==> src/rde_pkg.sv <==
// Shared types and constants for the radix digit emitter.
// Used by rde_ctrl, rde_dp and radix_digit_emitter_top; depends on nothing.
package rde_pkg;

  localparam int RADIX_W = 6;
  localparam int LIMIT_W = 5;
  localparam int CFG_W = 6;
  localparam int CHAR_W = 7;

  localparam logic CFG_RADIX = 1'b0;
  localparam logic CFG_FRAC_LIMIT = 1'b1;

  localparam logic [RADIX_W-1:0] RADIX_RESET = 6'd10;
  localparam logic [LIMIT_W-1:0] LIMIT_RESET = 5'd8;
  localparam logic [RADIX_W-1:0] RADIX_MIN = 6'd2;
  localparam logic [RADIX_W-1:0] RADIX_MAX = 6'd36;

  localparam logic [CHAR_W-1:0] ASCII_ZERO = 7'h30;
  localparam logic [CHAR_W-1:0] ASCII_A = 7'h41;
  localparam logic [CHAR_W-1:0] ASCII_Z = 7'h5A;
  localparam logic [CHAR_W-1:0] ASCII_NINE = 7'h39;
  localparam logic [CHAR_W-1:0] ASCII_POINT = 7'h2E;

  typedef enum logic [5:0] {
    ST_IDLE    = 6'b000001,
    ST_DIV     = 6'b000010,
    ST_EMIT_RD = 6'b000100,
    ST_EMIT_WR = 6'b001000,
    ST_POINT   = 6'b010000,
    ST_FRAC    = 6'b100000
  } state_t;

  typedef struct packed {
    logic load;        // take a new input transaction
    logic div_step;    // one bit of the serial division
    logic rd;          // read the digit store at the emit index
    logic emit_digit;  // send an integer digit and step the emit index
    logic emit_point;  // send the point
    logic frac_step;   // multiply the fraction by the base and send its digit
  } cmd_t;

  typedef struct packed {
    logic div_last;    // this division step finishes a digit
    logic div_done;    // the finished digit was the last integer digit
    logic idx_zero;    // the emit index is at the least significant digit
    logic with_frac;   // a point and fraction digits follow
    logic out_free;    // the output register can take a character
    logic frac_last;   // the current fraction digit ends the number
  } sts_t;

  function automatic logic [CHAR_W-1:0] digit_char(input logic [RADIX_W-1:0] d);
    logic [CHAR_W-1:0] dw;
    dw = CHAR_W'(d);
    if (d < RADIX_W'(10)) begin
      digit_char = ASCII_ZERO + dw;
    end else begin
      digit_char = ASCII_A + dw - CHAR_W'(10);
    end
  endfunction

endpackage

==> src/rde_ctrl.sv <==
// Controller state machine of the radix digit emitter.
// Depends on rde_pkg; drives the datapath rde_dp through cmd_t and reads sts_t.
module rde_ctrl (
  input  logic          clk,
  input  logic          rst,
  input  logic          in_valid,
  output logic          in_ready,
  input  rde_pkg::sts_t sts,
  output rde_pkg::cmd_t cmd
);

  rde_pkg::state_t state;
  rde_pkg::state_t state_next;

  always_ff @(posedge clk) begin
    if (rst) begin
      state <= rde_pkg::ST_IDLE;
    end else begin
      state <= state_next;
    end
  end

  assign in_ready = (state == rde_pkg::ST_IDLE);

  always_comb begin
    state_next = state;
    cmd = '0;
    case (state)
      rde_pkg::ST_IDLE: begin
        if (in_valid) begin
          cmd.load = 1'b1;
          state_next = rde_pkg::ST_DIV;
        end
      end
      rde_pkg::ST_DIV: begin
        cmd.div_step = 1'b1;
        if (sts.div_last && sts.div_done) begin
          state_next = rde_pkg::ST_EMIT_RD;
        end
      end
      rde_pkg::ST_EMIT_RD: begin
        cmd.rd = 1'b1;
        state_next = rde_pkg::ST_EMIT_WR;
      end
      rde_pkg::ST_EMIT_WR: begin
        if (sts.out_free) begin
          cmd.emit_digit = 1'b1;
          if (!sts.idx_zero) begin
            state_next = rde_pkg::ST_EMIT_RD;
          end else if (sts.with_frac) begin
            state_next = rde_pkg::ST_POINT;
          end else begin
            state_next = rde_pkg::ST_IDLE;
          end
        end
      end
      rde_pkg::ST_POINT: begin
        if (sts.out_free) begin
          cmd.emit_point = 1'b1;
          state_next = rde_pkg::ST_FRAC;
        end
      end
      rde_pkg::ST_FRAC: begin
        if (sts.out_free) begin
          cmd.frac_step = 1'b1;
          if (sts.frac_last) begin
            state_next = rde_pkg::ST_IDLE;
          end
        end
      end
      default: begin
        state_next = rde_pkg::ST_IDLE;
      end
    endcase
  end

endmodule

==> src/rde_dp.sv <==
// Datapath of the radix digit emitter: configuration registers, serial divider,
// digit store, fraction multiplier and output register. Depends on rde_pkg.
module rde_dp #(
  parameter int INT_BITS = 32,
  parameter int FRAC_BITS = 32,
  parameter int MAX_FRAC_DIGITS = 31
) (
  input  logic                          clk,
  input  logic                          rst,
  input  logic                          cfg_we,
  input  logic                          cfg_idx,
  input  logic [rde_pkg::CFG_W-1:0]     cfg_data,
  input  logic [31:0]                   int_part,
  input  logic [31:0]                   frac_part,
  output logic                          out_valid,
  input  logic                          out_ready,
  output logic [rde_pkg::CHAR_W-1:0]    char_code,
  output logic                          is_last,
  input  rde_pkg::cmd_t                 cmd,
  output rde_pkg::sts_t                 sts
);

  localparam int DEPTH = INT_BITS;
  localparam int IDX_W = $clog2(DEPTH);
  localparam int CNT_W = $clog2(DEPTH + 1);
  localparam int BIT_W = $clog2(INT_BITS);
  localparam int RW = rde_pkg::RADIX_W;
  localparam int LW = rde_pkg::LIMIT_W;

  logic [RW-1:0] radix;
  logic [LW-1:0] frac_digit_limit;

  logic [RW-1:0] base;
  logic [LW-1:0] limit;

  logic [INT_BITS-1:0] quotient_work;
  logic [RW-1:0]       rem;
  logic [BIT_W-1:0]    bit_cnt;
  logic [CNT_W-1:0]    digit_count;
  logic [IDX_W-1:0]    emit_idx;
  logic [RW-1:0]       rd_digit;
  logic [RW-1:0]       digit_store [DEPTH];

  logic [FRAC_BITS-1:0] fraction_work;
  logic [LW-1:0]        used;
  logic                 with_frac;

  logic [RW:0]          rem_shift;
  logic                 quo_bit;
  logic [RW-1:0]        rem_next;
  logic [INT_BITS-1:0]  quotient_next;

  logic [FRAC_BITS+RW-1:0] product;
  logic [FRAC_BITS-1:0]    fraction_next;
  logic [RW-1:0]           frac_digit;
  logic [LW-1:0]           used_next;

  logic                        out_load;
  logic [rde_pkg::CHAR_W-1:0]  char_sel;
  logic                        last_sel;

  // Configuration registers.
  always_ff @(posedge clk) begin
    if (rst) begin
      radix <= rde_pkg::RADIX_RESET;
      frac_digit_limit <= rde_pkg::LIMIT_RESET;
    end else if (cfg_we) begin
      if (cfg_idx == rde_pkg::CFG_RADIX) begin
        radix <= cfg_data;
      end else begin
        frac_digit_limit <= cfg_data[LW-1:0];
      end
    end
  end

  // Out-of-range bases are clamped, and so is the digit limit.
  always_comb begin
    if (radix < rde_pkg::RADIX_MIN) begin
      base = rde_pkg::RADIX_MIN;
    end else if (radix > rde_pkg::RADIX_MAX) begin
      base = rde_pkg::RADIX_MAX;
    end else begin
      base = radix;
    end
    if (frac_digit_limit > LW'(MAX_FRAC_DIGITS)) begin
      limit = LW'(MAX_FRAC_DIGITS);
    end else begin
      limit = frac_digit_limit;
    end
  end

  // One restoring division step: the quotient bit shifts in at the bottom.
  assign rem_shift = {rem, quotient_work[INT_BITS-1]};
  assign quo_bit = (rem_shift >= {1'b0, base});
  assign rem_next = quo_bit ? RW'(rem_shift - {1'b0, base}) : rem_shift[RW-1:0];
  assign quotient_next = {quotient_work[INT_BITS-2:0], quo_bit};

  assign product = fraction_work * base;
  assign fraction_next = product[FRAC_BITS-1:0];
  assign frac_digit = product[FRAC_BITS+RW-1:FRAC_BITS];
  assign used_next = used + LW'(1);

  always_ff @(posedge clk) begin
    if (cmd.load) begin
      quotient_work <= int_part[INT_BITS-1:0];
      fraction_work <= frac_part[FRAC_BITS-1:0];
      rem <= '0;
      bit_cnt <= '0;
      digit_count <= '0;
      used <= '0;
      with_frac <= (frac_part[FRAC_BITS-1:0] != '0) && (limit != '0);
    end
    if (cmd.div_step) begin
      quotient_work <= quotient_next;
      if (sts.div_last) begin
        digit_store[digit_count[IDX_W-1:0]] <= rem_next;
        digit_count <= digit_count + CNT_W'(1);
        emit_idx <= digit_count[IDX_W-1:0];
        rem <= '0;
        bit_cnt <= '0;
      end else begin
        rem <= rem_next;
        bit_cnt <= bit_cnt + BIT_W'(1);
      end
    end
    if (cmd.rd) begin
      rd_digit <= digit_store[emit_idx];
    end
    if (cmd.emit_digit) begin
      emit_idx <= emit_idx - IDX_W'(1);
    end
    if (cmd.frac_step) begin
      fraction_work <= fraction_next;
      used <= used_next;
    end
  end

  assign sts.div_last = (bit_cnt == BIT_W'(INT_BITS - 1));
  assign sts.div_done = (quotient_next == '0) || (digit_count == CNT_W'(DEPTH - 1));
  assign sts.idx_zero = (emit_idx == '0);
  assign sts.with_frac = with_frac;
  assign sts.out_free = !out_valid || out_ready;
  assign sts.frac_last = (fraction_next == '0) || (used_next >= limit);

  assign out_load = cmd.emit_digit || cmd.emit_point || cmd.frac_step;

  always_comb begin
    char_sel = rde_pkg::ASCII_POINT;
    last_sel = 1'b0;
    if (cmd.emit_digit) begin
      char_sel = rde_pkg::digit_char(rd_digit);
      last_sel = sts.idx_zero && !with_frac;
    end else if (cmd.frac_step) begin
      char_sel = rde_pkg::digit_char(frac_digit);
      last_sel = sts.frac_last;
    end
  end

  always_ff @(posedge clk) begin
    if (rst) begin
      out_valid <= 1'b0;
    end else if (out_load) begin
      out_valid <= 1'b1;
    end else if (out_ready) begin
      out_valid <= 1'b0;
    end
  end

  always_ff @(posedge clk) begin
    if (out_load) begin
      char_code <= char_sel;
      is_last <= last_sel;
    end
  end

endmodule

==> src/radix_digit_emitter_top.sv <==
// Each transaction is accepted in the idle state; each integer digit then takes a full pass of
// the bit-serial divider, and each integer character is sent by a store read and an output load,
// followed by the point and the fraction digits. A stalled output holds the emitting states.
// One transaction is converted at a time; the next is accepted once the last character
// is in the output register. Synchronous active-high reset sets radix 10 and a digit
// limit of 8, and empties the output register; the digit store is not cleared.
module radix_digit_emitter_top #(
  parameter int INT_BITS = 32,
  parameter int FRAC_BITS = 32,
  parameter int MAX_FRAC_DIGITS = 31
) (
  input  logic                       clk,
  input  logic                       rst,
  input  logic                       cfg_we,
  input  logic                       cfg_idx,
  input  logic [rde_pkg::CFG_W-1:0]  cfg_data,
  input  logic                       in_valid,
  output logic                       in_ready,
  input  logic [31:0]                int_part,
  input  logic [31:0]                frac_part,
  output logic                       out_valid,
  input  logic                       out_ready,
  output logic [rde_pkg::CHAR_W-1:0] char_code,
  output logic                       is_last
);

  rde_pkg::cmd_t cmd;
  rde_pkg::sts_t sts;

  rde_ctrl u_ctrl (
    .clk      (clk),
    .rst      (rst),
    .in_valid (in_valid),
    .in_ready (in_ready),
    .sts      (sts),
    .cmd      (cmd)
  );

  rde_dp #(
    .INT_BITS        (INT_BITS),
    .FRAC_BITS       (FRAC_BITS),
    .MAX_FRAC_DIGITS (MAX_FRAC_DIGITS)
  ) u_dp (
    .clk       (clk),
    .rst       (rst),
    .cfg_we    (cfg_we),
    .cfg_idx   (cfg_idx),
    .cfg_data  (cfg_data),
    .int_part  (int_part),
    .frac_part (frac_part),
    .out_valid (out_valid),
    .out_ready (out_ready),
    .char_code (char_code),
    .is_last   (is_last),
    .cmd       (cmd),
    .sts       (sts)
  );

`ifndef SYNTHESIS
  // After an accept the block is in the division state, so no transaction follows directly.
  assert property (@(posedge clk) disable iff (rst)
    (in_valid && in_ready) |=> !in_ready)
    else $error("input accepted in two consecutive cycles");

  // Only digit characters and the point ever leave the block.
  assert property (@(posedge clk) disable iff (rst)
    out_valid |-> ((char_code >= rde_pkg::ASCII_ZERO && char_code <= rde_pkg::ASCII_NINE) ||
                   (char_code >= rde_pkg::ASCII_A && char_code <= rde_pkg::ASCII_Z) ||
                   (char_code == rde_pkg::ASCII_POINT)))
    else $error("illegal character code");

  // The point is always followed by at least one fraction digit.
  assert property (@(posedge clk) disable iff (rst)
    (out_valid && char_code == rde_pkg::ASCII_POINT) |-> !is_last)
    else $error("point marked as last character");
`endif

endmodule

==> config.mk <==
export PLATFORM = sky130hd
export DESIGN_NAME = radix_digit_emitter_top
export DESIGN_NICKNAME = d
export VERILOG_FILES = /design/src/rde_pkg.sv /design/src/rde_ctrl.sv /design/src/rde_dp.sv /design/src/radix_digit_emitter_top.sv
export SDC_FILE = /design/constraint.sdc
export NUM_CORES = 1
export LEC_CHECK = 0
export BUFFER_PORTS_ARGS = -buffer_cell sky130_fd_sc_hd__buf_2
export CORE_MARGIN = 5
export CORE_UTILIZATION = 50
export CTS_CLUSTER_DIAMETER = 50
export DETAILED_ROUTE_END_ITERATION = 10
export GPL_ROUTABILITY_DRIVEN = 0
export GPL_TIMING_DRIVEN = 0
export PLACE_DENSITY_LB_ADDON = 0.1
export RECOVER_POWER = 50
export SYNTH_ARGS = -nofsm -noshare
export SYNTH_HDL_FRONTEND = slang
export SYNTH_SLANG_ARGS = --single-unit
==> constraint.sdc <==
create_clock -name clk -period 5.89 [get_ports clk]
set_clock_uncertainty 0.1 [all_clocks]
set_input_delay 0.2945 -clock clk [delete_from_list [all_inputs] [get_ports clk]]
set_output_delay 0.2945 -clock clk [all_outputs]
set_load 0.01 [all_outputs]
Yosys cells after proc, flatten, opt, wreduce, memory -nomap -nowiden
Memories as Yosys holds them, arrays and structs flattened. A register that Yosys moved wholly into a read port is not among the register bits.
Cells that the tools add are included.
{"block": "word_totals", "mem_bits_rw": 192, "inputBits": 76, "reg_bits": 118, "n_memories": 1, "output_inout_bits": 10, "wordCells": 122}
{"memory": "u_dp.digit_store", "depth": 32, "width": 6, "rd": 1, "rd_ports_with_merged_regs": 1, "write_ports": 1, "line": "rde_dp.sv:42", "source": "logic [RW-1:0] digit_store [DEPTH];"}
{"block": "op_classes", "n_bitwise": 1, "mux": 49, "n_eq_ne": 14, "reduce_logical": 24, "add_sub_neg": 11, "order_cmp": 7, "mul": 1}
{"operator": "$mux W32", "count": 4}
{"operator": "$mux W6", "count": 15}
{"operator": "$logic_not A32 Y1", "count": 2}
{"operator": "$mux W5", "count": 10}
{"operator": "$mul A32 B6 Y38", "count": 1}
{"operator": "$pmux W6 S6", "count": 1}
{"operator": "$reduce_bool A32 Y1", "count": 1}
{"operator": "$mux W7", "count": 4}
{"operator": "$mux W1", "count": 15}
{"operator": "$add A6 B6 Y7 const A", "count": 2}
{"operator": "$add A7 B6 Y7 const A", "count": 2}
{"operator": "$sub A7 B4 Y7 const B", "count": 2}
{"operator": "$eq A6 B5 Y1 const B", "count": 2}
{"operator": "$lt A6 B4 Y1 const B", "count": 2}
{"operator": "$add A5 B1 Y5 const B", "count": 2}
{"operator": "$ne A2 B2 Y1 const B", "count": 5}
{"operator": "$reduce_bool A2 Y1", "count": 5}
{"operator": "$ge A7 B6 Y1", "count": 1}
{"operator": "$add A6 B1 Y6 const B", "count": 1}
{"operator": "$eq A6 B1 Y1 const B", "count": 1}
{"operator": "$eq A6 B2 Y1 const B", "count": 1}
{"operator": "$eq A6 B3 Y1 const B", "count": 1}
{"operator": "$eq A6 B4 Y1 const B", "count": 1}
{"operator": "$eq A6 B6 Y1 const B", "count": 1}
{"operator": "16 further kinds", "count": 25}

Logic depth before layout (Yosys ltp)
Gate-level depths: netlist of the first run.
{"block": "logic_depth", "depth_word": 9, "ltp_mapped": 26, "ltp_nobuf": 24}

Modules after synthesis
A second synthesis of the first run with hierarchy kept.
{"block": "unflattened", "cells_unflattened": 1671, "hier_area_um2": 20395.8}
{"mod": "rde_dp", "instances": 1, "area_each_um2": 19926.6, "cells_each": 1614}
{"mod": "rde_ctrl", "instances": 1, "area_each_um2": 469.2, "cells_each": 57}

Worst setup path after synthesis of the first run
Ideal clock, no wire load.
{"block": "synth_path", "path_kind": "register to register", "start": "register u_dp.radix[5]", "end": "register u_dp.char_code[2] (netlist name) (data pin)", "n_path_buf": 2, "t_arrival_ps": 5877, "setup_slack_ps": -348, "stages_incl_launch_ff": 24, "setup_time_ps": 261, "path_cell_list": "dfxtp_1 > clkbuf_1 > inv_1 > maj3_1 > clkbuf_1 > and2_1 > fa_1 > fa_1 > inv_1 > fa_1 > inv_1 > ha_1 > a21o_1 > a311o_1 > a211oi_1 > and3_4 > o41ai_4 > a21oi_1 > o21bai_1 > xnor2_1 > ha_1 > o21a_4 > and3b_1 > o32a_1"}
{"block": "synth_between", "elab_chain_len": 9}
{"element": "start: declaration", "line": "rde_dp.sv:30", "source": "logic [RW-1:0] radix;"}
{"element": "start signal: assignment", "line": "rde_dp.sv:65", "source": "radix <= rde_pkg::RADIX_RESET;"}
{"element": "start signal: assignment", "line": "rde_dp.sv:69", "source": "radix <= cfg_data;"}
{"element": "$gt A6 B6 Y1", "line": "rde_dp.sv:80", "source": "end else if (radix > rde_pkg::RADIX_MAX) begin"}
{"element": "$mux W6", "line": "rde_dp.sv:80"}
{"element": "$mux W6 *", "line": "rde_dp.sv:78", "source": "if (radix < rde_pkg::RADIX_MIN) begin"}
{"element": "$mul A32 B6 Y38 *", "line": "rde_dp.sv:98", "source": "assign product = fraction_work * base;"}
{"element": "$add A7 B6 Y7", "line": "rde_pkg.sv:57", "source": "digit_char = ASCII_A + dw - CHAR_W'(10);"}
{"element": "$sub A7 B4 Y7", "line": "rde_pkg.sv:57"}
{"element": "$mux W7 *", "line": "rde_pkg.sv:54", "source": "if (d < RADIX_W'(10)) begin"}
{"element": "$mux W7 *", "line": "rde_dp.sv:153", "source": "end else if (cmd.frac_step) begin"}
{"element": "$mux W7 *", "line": "rde_dp.sv:150", "source": "if (cmd.emit_digit) begin"}
{"element": "via u_dp.char_sel, one bit", "line": "rde_dp.sv:59", "source": "logic [rde_pkg::CHAR_W-1:0] char_sel;"}
{"element": "end signal: assignment", "line": "rde_dp.sv:171", "source": "char_code <= char_sel;"}
{"element": "end: declaration", "line": "rde_dp.sv:17", "source": "output logic [rde_pkg::CHAR_W-1:0] char_code,"}
Mark *: on every way through the listed nets, which the timed path passes. The rest lies on a longest branch.
A chain may end at the register's enable or synchronous reset.

Final worst setup path of the first run
{"block": "layout_path", "start": "register u_dp.radix[4]", "end": "register u_dp.char_code[2] (netlist name) (data pin)"}
The elaborated chain is that of the path after synthesis.

==> impl_metrics.tcl, run 1 <==
set metrics [dict create \
    hold_violations 0 \
    num_io_pins 86 \
    routed_wirelength_um 53400 \
    max_stage_delay_ns 0.53 \
    worstPathRequired_ns 6.08 \
    ant_nets 0 \
    synth_edf_count 292 \
    initial_core_util_pct 50.8 \
    wl_per_cell_um 20.6 \
    worst_slack_ns -0.400 \
    core-area_um2 39900 \
    worst_pin_slew_ns 1.28 \
    min_to "u_dp.fraction_work[26]" \
    grt_pass1_wl_um 83200 \
    r2r-start "u_dp.radix[4]" \
    reg2reg_depth 25 \
    relSlewSlack_pct 14.3 \
    worstReg2RegEnd "u_dp.char_code[2]" \
    yosys.area.top_type "edfxtp_1" \
    syn-instance-count 1792 \
    num_rows 73 \
    start_kind "flop" \
    leakagePower_nw 9.74 \
    hold_path_class "in2reg" \
    dieHeight_um 211 \
    clockBufferDepth 3 \
    netlist.area_leader.share_pct 43.2 \
    io_buffers 85 \
    grt_usage_pct 23.9 \
    drtIter0Drc 876 \
    cts_root_buf "clkbuf_16" \
    cap_viol_max_count 0 \
    cts_tree "built" \
    synth_ff_type "edfxtp_1" \
    r2r_slack_ns -0.40 \
    gr-total-overflow 0 \
    status "complete, but fails checks" \
    ys_seq_area_share_pct 45.6 \
    syn_area_um2 20300 \
    grt_max_degree 34 \
    ys_seq_elements 316 \
    synth_cell_type_count 80 \
    viasPerCell 5.60 \
    min-delay-start "frac_part[26]" \
    syn_avg_cell_area_um2 11.3 \
    dr.pass1.iters 8 \
    yosys-top-cells-area "edfxtp_1, fa_1, mux4_2, and2_1, nand2_1" \
    cts-htree-levels 2 \
    clk_pin_slew_worst_paths_ns 0.06 \
    endpoint_kind "flop" \
    setup_violations 13 \
    fin_crit_sh_pct 107 \
    die_w_um 211 \
    violations "negative setup slack" \
    clk_latency_ns 0.55 \
    dieArea_um2 44700 \
    routed-via-count 14500 \
    async_reset_ff_share_pct 0 \
    area_delta_synth_final_pct 21.3 \
    drive_gt1_share_pct 20.6 \
    arrival_ns 6.48 \
    min_path_cells 3 \
    cpMaxStageDelayCell "fa_1" \
    yosys_warnings 0 \
    ir_drop_mv 0.313 \
    cts_sinks 316 \
    drcViolationCount 0 \
    power_density_nw_per_um2 535 \
    cp_common_cell "fa_1" \
    syn_nets 2060 \
    antenna_found_initial 0 \
    nets 2308 \
    hpwlAfterDp_um 38100 \
    cts_buffers 38 \
    critPathMaxFanout 5 \
    place_worst_setup_slack_ns -1.12 \
    rsz0062_at_grt "true" \
    power_mw 13.2 \
    worstSetupPathType "reg2reg" \
    first_global_vias 15100 \
    min_period_ns 6.29 \
    clock.fmax_mhz 159 \
    drv_slew 0 \
]
## state kept, by name, indices dropped and copies added (netlist names)
signal                 flops
u_ctrl.state               6
u_dp.digit_count           6
u_dp.rem                   6
u_dp.char_code             7
u_dp.out_valid             1
u_dp.radix                 6
u_dp.is_last               1
u_dp.quotient_work        32
u_dp.fraction_work        32
u_dp.frac_digit_limit      5
u_dp.emit_idx              5
u_dp.rd_digit              6
u_dp.bit_cnt               5
u_dp.digit_store         192
u_dp.with_frac             1
u_dp.used                  5
## timing repair
action                                  CTS  global route
endpoints found under the setup margin   14            14
cloned                                    5             0
setup buffers                            39            15
hold buffers                             64             0
pin swaps                                52            29
gates resized for setup                 109            64
hold endpoints to repair                 66             0
## logic make-up after synthesis
group                      Yosys count  share of synthesized area (%)
AOI/OAI and AO/OA                  193                           6.23
and+or+nand+nor                    710                           17.5
muxes                               75                           7.45
DFF                                316                           45.6
buffers and inverters              259                           4.83
adders and majority gates          193                           16.4
xor gates and xnor gates            46                           2.02
## how the worst max path moves through the flow
stage | from | to | slack (ns)
2_1_floorplan | u_dp.radix[5] | u_dp.char_code[2] | 0.0003
3_3_place_gp | u_dp.radix[5] | u_dp.char_code[2] | -1.10
3_5_place_dp | u_dp.radix[5] | u_dp.char_code[2] | -1.12
4_1_cts | u_dp.radix[3] | u_dp.char_code[2] | -0.24
5_1_grt | u_dp.radix[4] | u_dp.char_code[2] | -0.58
6_report | u_dp.radix[4] | u_dp.char_code[2] | -0.40
## metal layers
| metal | routed length [µm] | global-route usage [%] | share of wire (%) | vias to the layer above |
|---|---|---|---|---|
| li1 | - | - | - | 6704 |
| met1 | 21600 | 30.7 | 40 | 7241 |
| met2 | 27000 | 42.0 | 50 | 463 |
| met3 | 3050 | 4.06 | 5.7 | 118 |
| met4 | 1770 | 7.17 | 3.3 | 0 |
| met5 | 0 | 0 | 0 | - |
## cells in the mapped netlist, drive strengths merged (18+ instances only)
cell type / instances
dfxtp: 24
a21oi: 63
ha: 70
fa: 122
o21ai: 48
nand2: 279
nor2: 94
mux4: 60
edfxtp: 292
xnor2: 34
and3: 18
nand3: 28
inv: 183
nor4: 23
clkbuf: 62
and2: 173
## layout make-up
cell class / count / area (µm²)
antenna: 1 / 2.50
buffer: 72 / 490
clock buffer: 51 / 1060
clock inverter: 17 / 163
fill: 3230 / 15300
inverter: 183 / 692
multi-input combinational: 1218 / 10700
sequential: 316 / 9260
tap: 525 / 657
timing repair buffer: 211 / 1620
## worst max-delay path, delay by kind of cell, from the launching register on
kind	cells	cell delay, ns
xor+xnor	1	0.17
flops	1	0.36
buf+inv	5	0.58
fa+ha+maj	5	1.99
compound gates	8	1.33
simple gates	6	1.45
## through the flow
stage	TNS, ns	std cells	hold slack (ns)	area [µm²]	utilization [%]
floorplan	0	1792	0.312	20500	-
global placement	-49.37	2402	0.350	21500	54.0
detailed placement	-11.13	2406	0.359	21700	54.3
CTS	-1.42	2578	0.00605	24300	60.8
global route	-5.04	2593	0.0259	24600	61.7
finish	-2.40	2594	0.0425	24600	61.7
## report_power, final
part	internal, mW	switching [mW]
logic	3.20	4.36
registers	3.11	0.208
clock network	1.37	0.913
total	7.68	5.48
## placed cells by master, fill, tap and decap left out, types with 52 or more instances in the layout
| master | n |
|---|---|
| and2_1 | 151 |
| buf_2 | 74 |
| clkbuf_1 | 56 |
| dlygate4sd3_1 | 64 |
| edfxtp_1 | 292 |
| fa_1 | 121 |
| ha_1 | 52 |
| inv_1 | 172 |
| mux4_2 | 60 |
| nand2_1 | 277 |
| nor2_1 | 92 |
Note: power is estimated with default switching activity, not from simulation.
==> run 2, diff against run 1 <==
--- a/config.mk
+++ b/config.mk
@@ -17,3 +17,4 @@
 export SYNTH_ARGS = -nofsm -noshare
 export SYNTH_HDL_FRONTEND = slang
 export SYNTH_SLANG_ARGS = --single-unit
+export TNS_END_PERCENT = 50
==> run 2 against run 1 <==
Net effect: the run still ends with negative setup slack left; global-route usage hardly changed; via count decreased by 0.58%; final area about the same; critical path depth down 2; hold slack gained 0.010 ns; non-clock buffer count shrank 3; sequential share of layout area is essentially flat; setup slack better by 0.054 ns; highest routed layer unchanged; sequential power barely moved.
==> impl_metrics.tcl, run 2 (synthesized netlist as in run 1, its figures left out) <==
set metrics [dict create \
    antenna_found_initial 0 \
    core-area_um2 39900 \
    relSlewSlack_pct 14.8 \
    worstPathRequired_ns 6.08 \
    largest_reg_flops 192 \
    worstReg2RegEnd "u_dp.char_code[2]" \
    initial_core_util_pct 50.8 \
    final_util_pct 61.6 \
    reg2reg_depth 23 \
    violations "negative setup slack" \
    min_period_ns 6.24 \
    die_w_um 211 \
    drtIter0Drc 975 \
    grt_usage_pct 23.9 \
    num_rows 73 \
    hold_path_class "in2reg" \
    crit_start "u_dp.radix[4]" \
    endpoint_kind "flop" \
    start_kind "flop" \
    holdWs_ns 0.0526 \
    clk_latency_ns 0.55 \
    final_common_cell "edfxtp_1" \
    io_buffers 85 \
    drive_gt1_share_pct 20.5 \
    finalSetupTns_ns -1.84 \
    num_io_pins 86 \
    grt_max_degree 34 \
    viasPerCell 5.57 \
    endpoint "u_dp.char_code[2]" \
    dp_cells 2406 \
    final_cells 2591 \
    r2r_slack_ns -0.35 \
    area_delta_synth_final_pct 21.2 \
    ir_drop_mv 0.313 \
    clockBufferDepth 3 \
    worstSetupPathType "reg2reg" \
    place_worst_setup_slack_ns -1.12 \
    fin_area_um2 24600 \
    leakagePower_nw 9.74 \
    worst_pin_slew_ns 1.27 \
    fin_crit_sh_pct 106 \
    placed_cell_area_um2 21700 \
    hpwlAfterDp_um 38100 \
    dieArea_um2 44700 \
    dieHeight_um 211 \
    arrival_ns 6.42 \
    ant_nets 0 \
    worst_slack_ns -0.346 \
    wl_per_cell_um 20.6 \
    r2r-start "u_dp.radix[4]" \
    rsz0062_at_grt "true" \
    clk_pin_slew_worst_paths_ns 0.06 \
    power_mw 12.9 \
    num-fill-cells 3226 \
    gr-total-overflow 0 \
    critPathMaxFanout 8 \
    drcViolationCount 0 \
    nets 2305 \
    dr.pass1.iters 7 \
    hold_violations 0 \
    cap_viol_max_count 0 \
    routed_wirelength_um 53400 \
    cts_root_buf "clkbuf_16" \
    cts_sinks 316 \
    grt_pass1_wl_um 83000 \
    routed-via-count 14400 \
    status "complete, but fails checks" \
    cts-htree-levels 2 \
    power_density_nw_per_um2 525 \
    layout_common_cells "edfxtp_1, nand2_1, inv_1" \
    drv_slew 0 \
    clock.fmax_mhz 160 \
    cts_tree "built" \
    first_global_vias 15000 \
    cts_buffers 38 \
    setup_violations 8 \
]
run 2: cell types whose count changed in the layout (fill, tap and decap cells not counted), sizes merged:
cell,change
buf,-6
clkbuf,+3
run 2: per-layer routing:
metal	global-route usage (%)	vias up	part of all wire (%)
met5	0	-	0
li1	-	6706	-
met3	3.91	105	6.0
met2	41.8	449	51
met4	7.22	0	3.0
met1	30.7	7182	40
run 2: final cells by class:
class	count	area, µm²	share of cell area, %
inverter	183	689	2.80
timing repair buffer	208	1600	6.52
multi-input combinational	1218	10700	43.4
buffer	72	489	1.99
sequential	316	9260	37.7
clock buffer	51	1060	4.32
tap	525	657	2.67
antenna	1	2.50	0.0102
clock inverter	17	163	0.661
run 2: worst min path at each step:
| stage | depth (start not counted) | startpoint | end | slack, ns |
|---|---|---|---|---|
| after CTS | 4 | in_valid | u_ctrl.state[0] | 0.006 |
| after detailed placement | 2 | u_dp.frac_digit_limit[4] | u_dp.frac_digit_limit[4] | 0.36 |
| after global routing | 3 | frac_part[26] | u_dp.fraction_work[26] | 0.03 |
| final | 4 | in_valid | u_ctrl.state[0] | 0.05 |
| after global placement | 2 | u_dp.frac_digit_limit[4] | u_dp.frac_digit_limit[4] | 0.35 |
| after floorplan | 1 | cfg_data[3] | u_dp.radix[3] | 0.31 |
run 2: timing repair:
item,in CTS,in global routing
endpoints found under the hold margin,66,0
gates resized for setup,101,66
gates cloned,5,1
endpoints found under the setup margin,14,14
hold buffers,64,0
setup buffers,37,14
pin swaps,49,16
run 2: worst max-delay path: stages, from the launching register on:
cell and delay [ns]:
dfxtp_4 0.36, nor3_4 0.26, buf_4 0.16, maj3_4 0.35, buf_8 0.16, and2_4 0.14
fa_1 0.42, fa_1 0.50, inv_1 0.06, fa_1 0.53, inv_1 0.07, ha_4 0.28
nand4_1 0.20, nor4_4 0.43, a211oi_4 0.13, and3_4 0.20, o41ai_4 0.33, a21oi_1 0.11
o21bai_1 0.16, xnor2_1 0.17, ha_2 0.24, o21a_4 0.15, and3b_1 0.18, o32a_1 0.30
run 2: power breakdown:
| part | internal, mW | switching [mW] |
|---|---|---|
| clock network | 1.37 | 0.915 |
| registers | 3.11 | 0.209 |
| logic | 3.04 | 4.25 |
==> run 3, diff against run 2 <==
--- a/config.mk
+++ b/config.mk
@@ -8,12 +8,13 @@
 export BUFFER_PORTS_ARGS = -buffer_cell sky130_fd_sc_hd__buf_2
 export CORE_MARGIN = 5
 export CORE_UTILIZATION = 50
-export CTS_CLUSTER_DIAMETER = 50
+export CTS_CLUSTER_DIAMETER = 150
 export DETAILED_ROUTE_END_ITERATION = 10
 export GPL_ROUTABILITY_DRIVEN = 0
-export GPL_TIMING_DRIVEN = 0
+export GPL_TIMING_DRIVEN = 1
 export PLACE_DENSITY_LB_ADDON = 0.1
 export RECOVER_POWER = 50
+export SETUP_SLACK_MARGIN = 0.05
 export SYNTH_ARGS = -nofsm -noshare
 export SYNTH_HDL_FRONTEND = slang
 export SYNTH_SLANG_ARGS = --single-unit
==> run 3 against run 2 <==
Net effect: highest routed layer unchanged; non-clock buffer count up 22; largest power group unchanged; clock power up 14%; flip-flop and latch count did not move; the flow finishes with violations (max-capacitance violations, max-slew violations, negative setup slack); sequential share of layout area fell by 0.26 points; global-route usage decreased by 0.91 points.
==> impl_metrics.tcl, run 3 (synthesized netlist as in run 1, its figures left out) <==
set metrics [dict create \
    status "complete, but fails checks" \
    violations "max-capacitance violations, max-slew violations, negative setup slack" \
    nets 2325 \
    core-area_um2 39900 \
    fin_crit_sh_pct 101 \
    num-fill-cells 3211 \
    leakagePower_nw 9.99 \
    cpMaxStageDelayCell "fa_1" \
    placed_cell_area_um2 22400 \
    ir_drop_mv 0.333 \
    num_rows 73 \
    viasPerCell 5.50 \
    power_mw 13.6 \
    grt_pass1_wl_um 81400 \
    final_common_cell "edfxtp_1" \
    antenna_found_initial 0 \
    die_w_um 211 \
    endpoint_kind "flop" \
    start_kind "flop" \
    cp_common_cell "fa_1" \
    grt_max_degree 51 \
    drcViolationCount 0 \
    gr-total-overflow 0 \
    clockBufferDepth 3 \
    ant_nets 0 \
    drive_gt1_share_pct 21.2 \
    cts-htree-levels 2 \
    io_buffers 85 \
    rsz0062_at_grt "true" \
    dieArea_um2 44700 \
    clock.fmax_mhz 168 \
    final_util_pct 62.0 \
    hpwlAfterDp_um 36300 \
    cts_tree "built" \
    layout_common_cells "edfxtp_1, nand2_1, inv_1" \
    routed_wirelength_um 50400 \
    drv_slew 199 \
    hold_violations 0 \
    clk_pin_slew_worst_paths_ns 0.06 \
    grt_usage_pct 23.0 \
    area_delta_synth_final_pct 21.9 \
    dieHeight_um 211 \
    wl_per_cell_um 19.3 \
    cts_sinks 316 \
    worstPathRequired_ns 6.07 \
    clk_latency_ns 0.55 \
    hold_path_class "in2reg" \
    critPathMaxFanout 20 \
    max_stage_delay_ns 0.53 \
    power_density_nw_per_um2 550 \
    r2r_slack_ns -0.05 \
    drtIter0Drc 993 \
    min_period_ns 5.94 \
    arrival_ns 6.12 \
    routed-via-count 14400 \
    largest_reg_flops 192 \
    first_global_vias 15300 \
    worst_slack_ns -0.0476 \
    diodes 0 \
    cap_viol_max_count 5 \
    worstPathCellList "nor3_4 -> buf_4 -> a21oi_2 -> buf_12 -> and2_1 -> fa_1 -> fa_1 -> inv_1 -> fa_1 -> inv_1 -> ha_4 -> buf_4 -> nand2_1 -> o21ai_0 -> a22oi_2 -> and3_4 -> o41ai_4 -> a21oi_2 -> o21bai_2 -> xnor2_2 -> ha_2 -> o21a_4 -> and3b_1 -> o32a_1" \
    num_io_pins 86 \
    fin_area_um2 24700 \
    dr.pass1.iters 5 \
    worst_pin_slew_ns 3.07 \
    worstSetupPathType "reg2reg" \
    setup_violations 1 \
    initial_core_util_pct 50.8 \
    cts_buffers 37 \
    relSlewSlack_pct -104 \
    cts_root_buf "clkbuf_16" \
]
-- run 3: cell types whose count changed in the layout (fill, tap and decap cells not counted), moves of 7 or more --
cell       previous run  this run
and2_1              148       156
buf_8                 8         1
clkbuf_2             10         0
buf_4                46       135
and2_4               23        14
clkbuf_1             56        18
bufinv_16             2         9
-- run 3: path summary, 6_finish.rpt --
kind / startpoint / endpoint / cells past startpoint
min: frac_part[27] / u_dp.fraction_work[27] / 3
min reg2reg: u_dp.frac_digit_limit[4] / u_dp.frac_digit_limit[4] / 2
max: u_dp.radix[3] / u_dp.char_code[2] / 24
max reg2reg: u_dp.radix[3] / u_dp.char_code[2] / 24
-- run 3: timing repair --
item	4_1_cts	5_1_grt
cloned	1	0
setup buffers	3	2
gates resized for setup	36	26
pin swaps	35	3
setup endpoints to repair	14	14
hold buffers	67	0
endpoints found under the hold margin	69	0
-- run 3: metrics by stage --
stage | hold slack, ns | cells | TNS [ns] | setup WS (ns)
after floorplan | 0.312 | 1792 | 0 | 0.0531
after global placement | 0.349 | 2470 | -1.93 | -0.242
after detailed placement | 0.353 | 2470 | -3.38 | -0.327
after CTS | 0.00237 | 2608 | -0.0257 | -0.0257
after global routing | 0.0228 | 2610 | -1.97 | -0.255
final | 0.0237 | 2610 | -0.0476 | -0.0476
-- run 3: layout make-up --
cell class              count  area [µm²]  share of cell area [%]
multi-input cells        1217       10400                    42.2
well taps                 525         657                    2.66
clock inverters            24         399                    1.61
flip-flops and latches    316        9260                    37.4
repair buffers            302        2300                    9.28
clock buffers              43        1000                    4.05
inverters                 183         689                    2.79
-- run 3: metal layers --
| layer | share of wire [%] | vias to the layer above | global-route usage, % |
|---|---|---|---|
| met1 | 43 | 7155 | 30.4 |
| li1 | - | 6730 | - |
| met4 | 2.8 | 0 | 6.62 |
| met2 | 49 | 379 | 39.4 |
| met5 | 0 | - | 0 |
| met3 | 5.5 | 92 | 3.88 |
-- run 3: report_power, final --
group	total, mW	switching, mW	leakage (nW)	internal [mW]
Sequential	3.33	0.212	2.86	3.12
Clock	2.59	0.965	0.672	1.63
Combinational	7.67	4.31	6.47	3.37
Total	13.6	5.48	9.99	8.11
-- run 3: critical path, delay by kind of cell (launching register included) --
kind / cells / cell delay, ns
adders and majority gates: 5 / 2.02
DFF: 1 / 0.36
xor gates and xnor gates: 1 / 0.14
and+or+nand+nor: 5 / 0.83
buffers and inverters: 5 / 0.56
AOI/OAI and AO/OA: 8 / 1.67
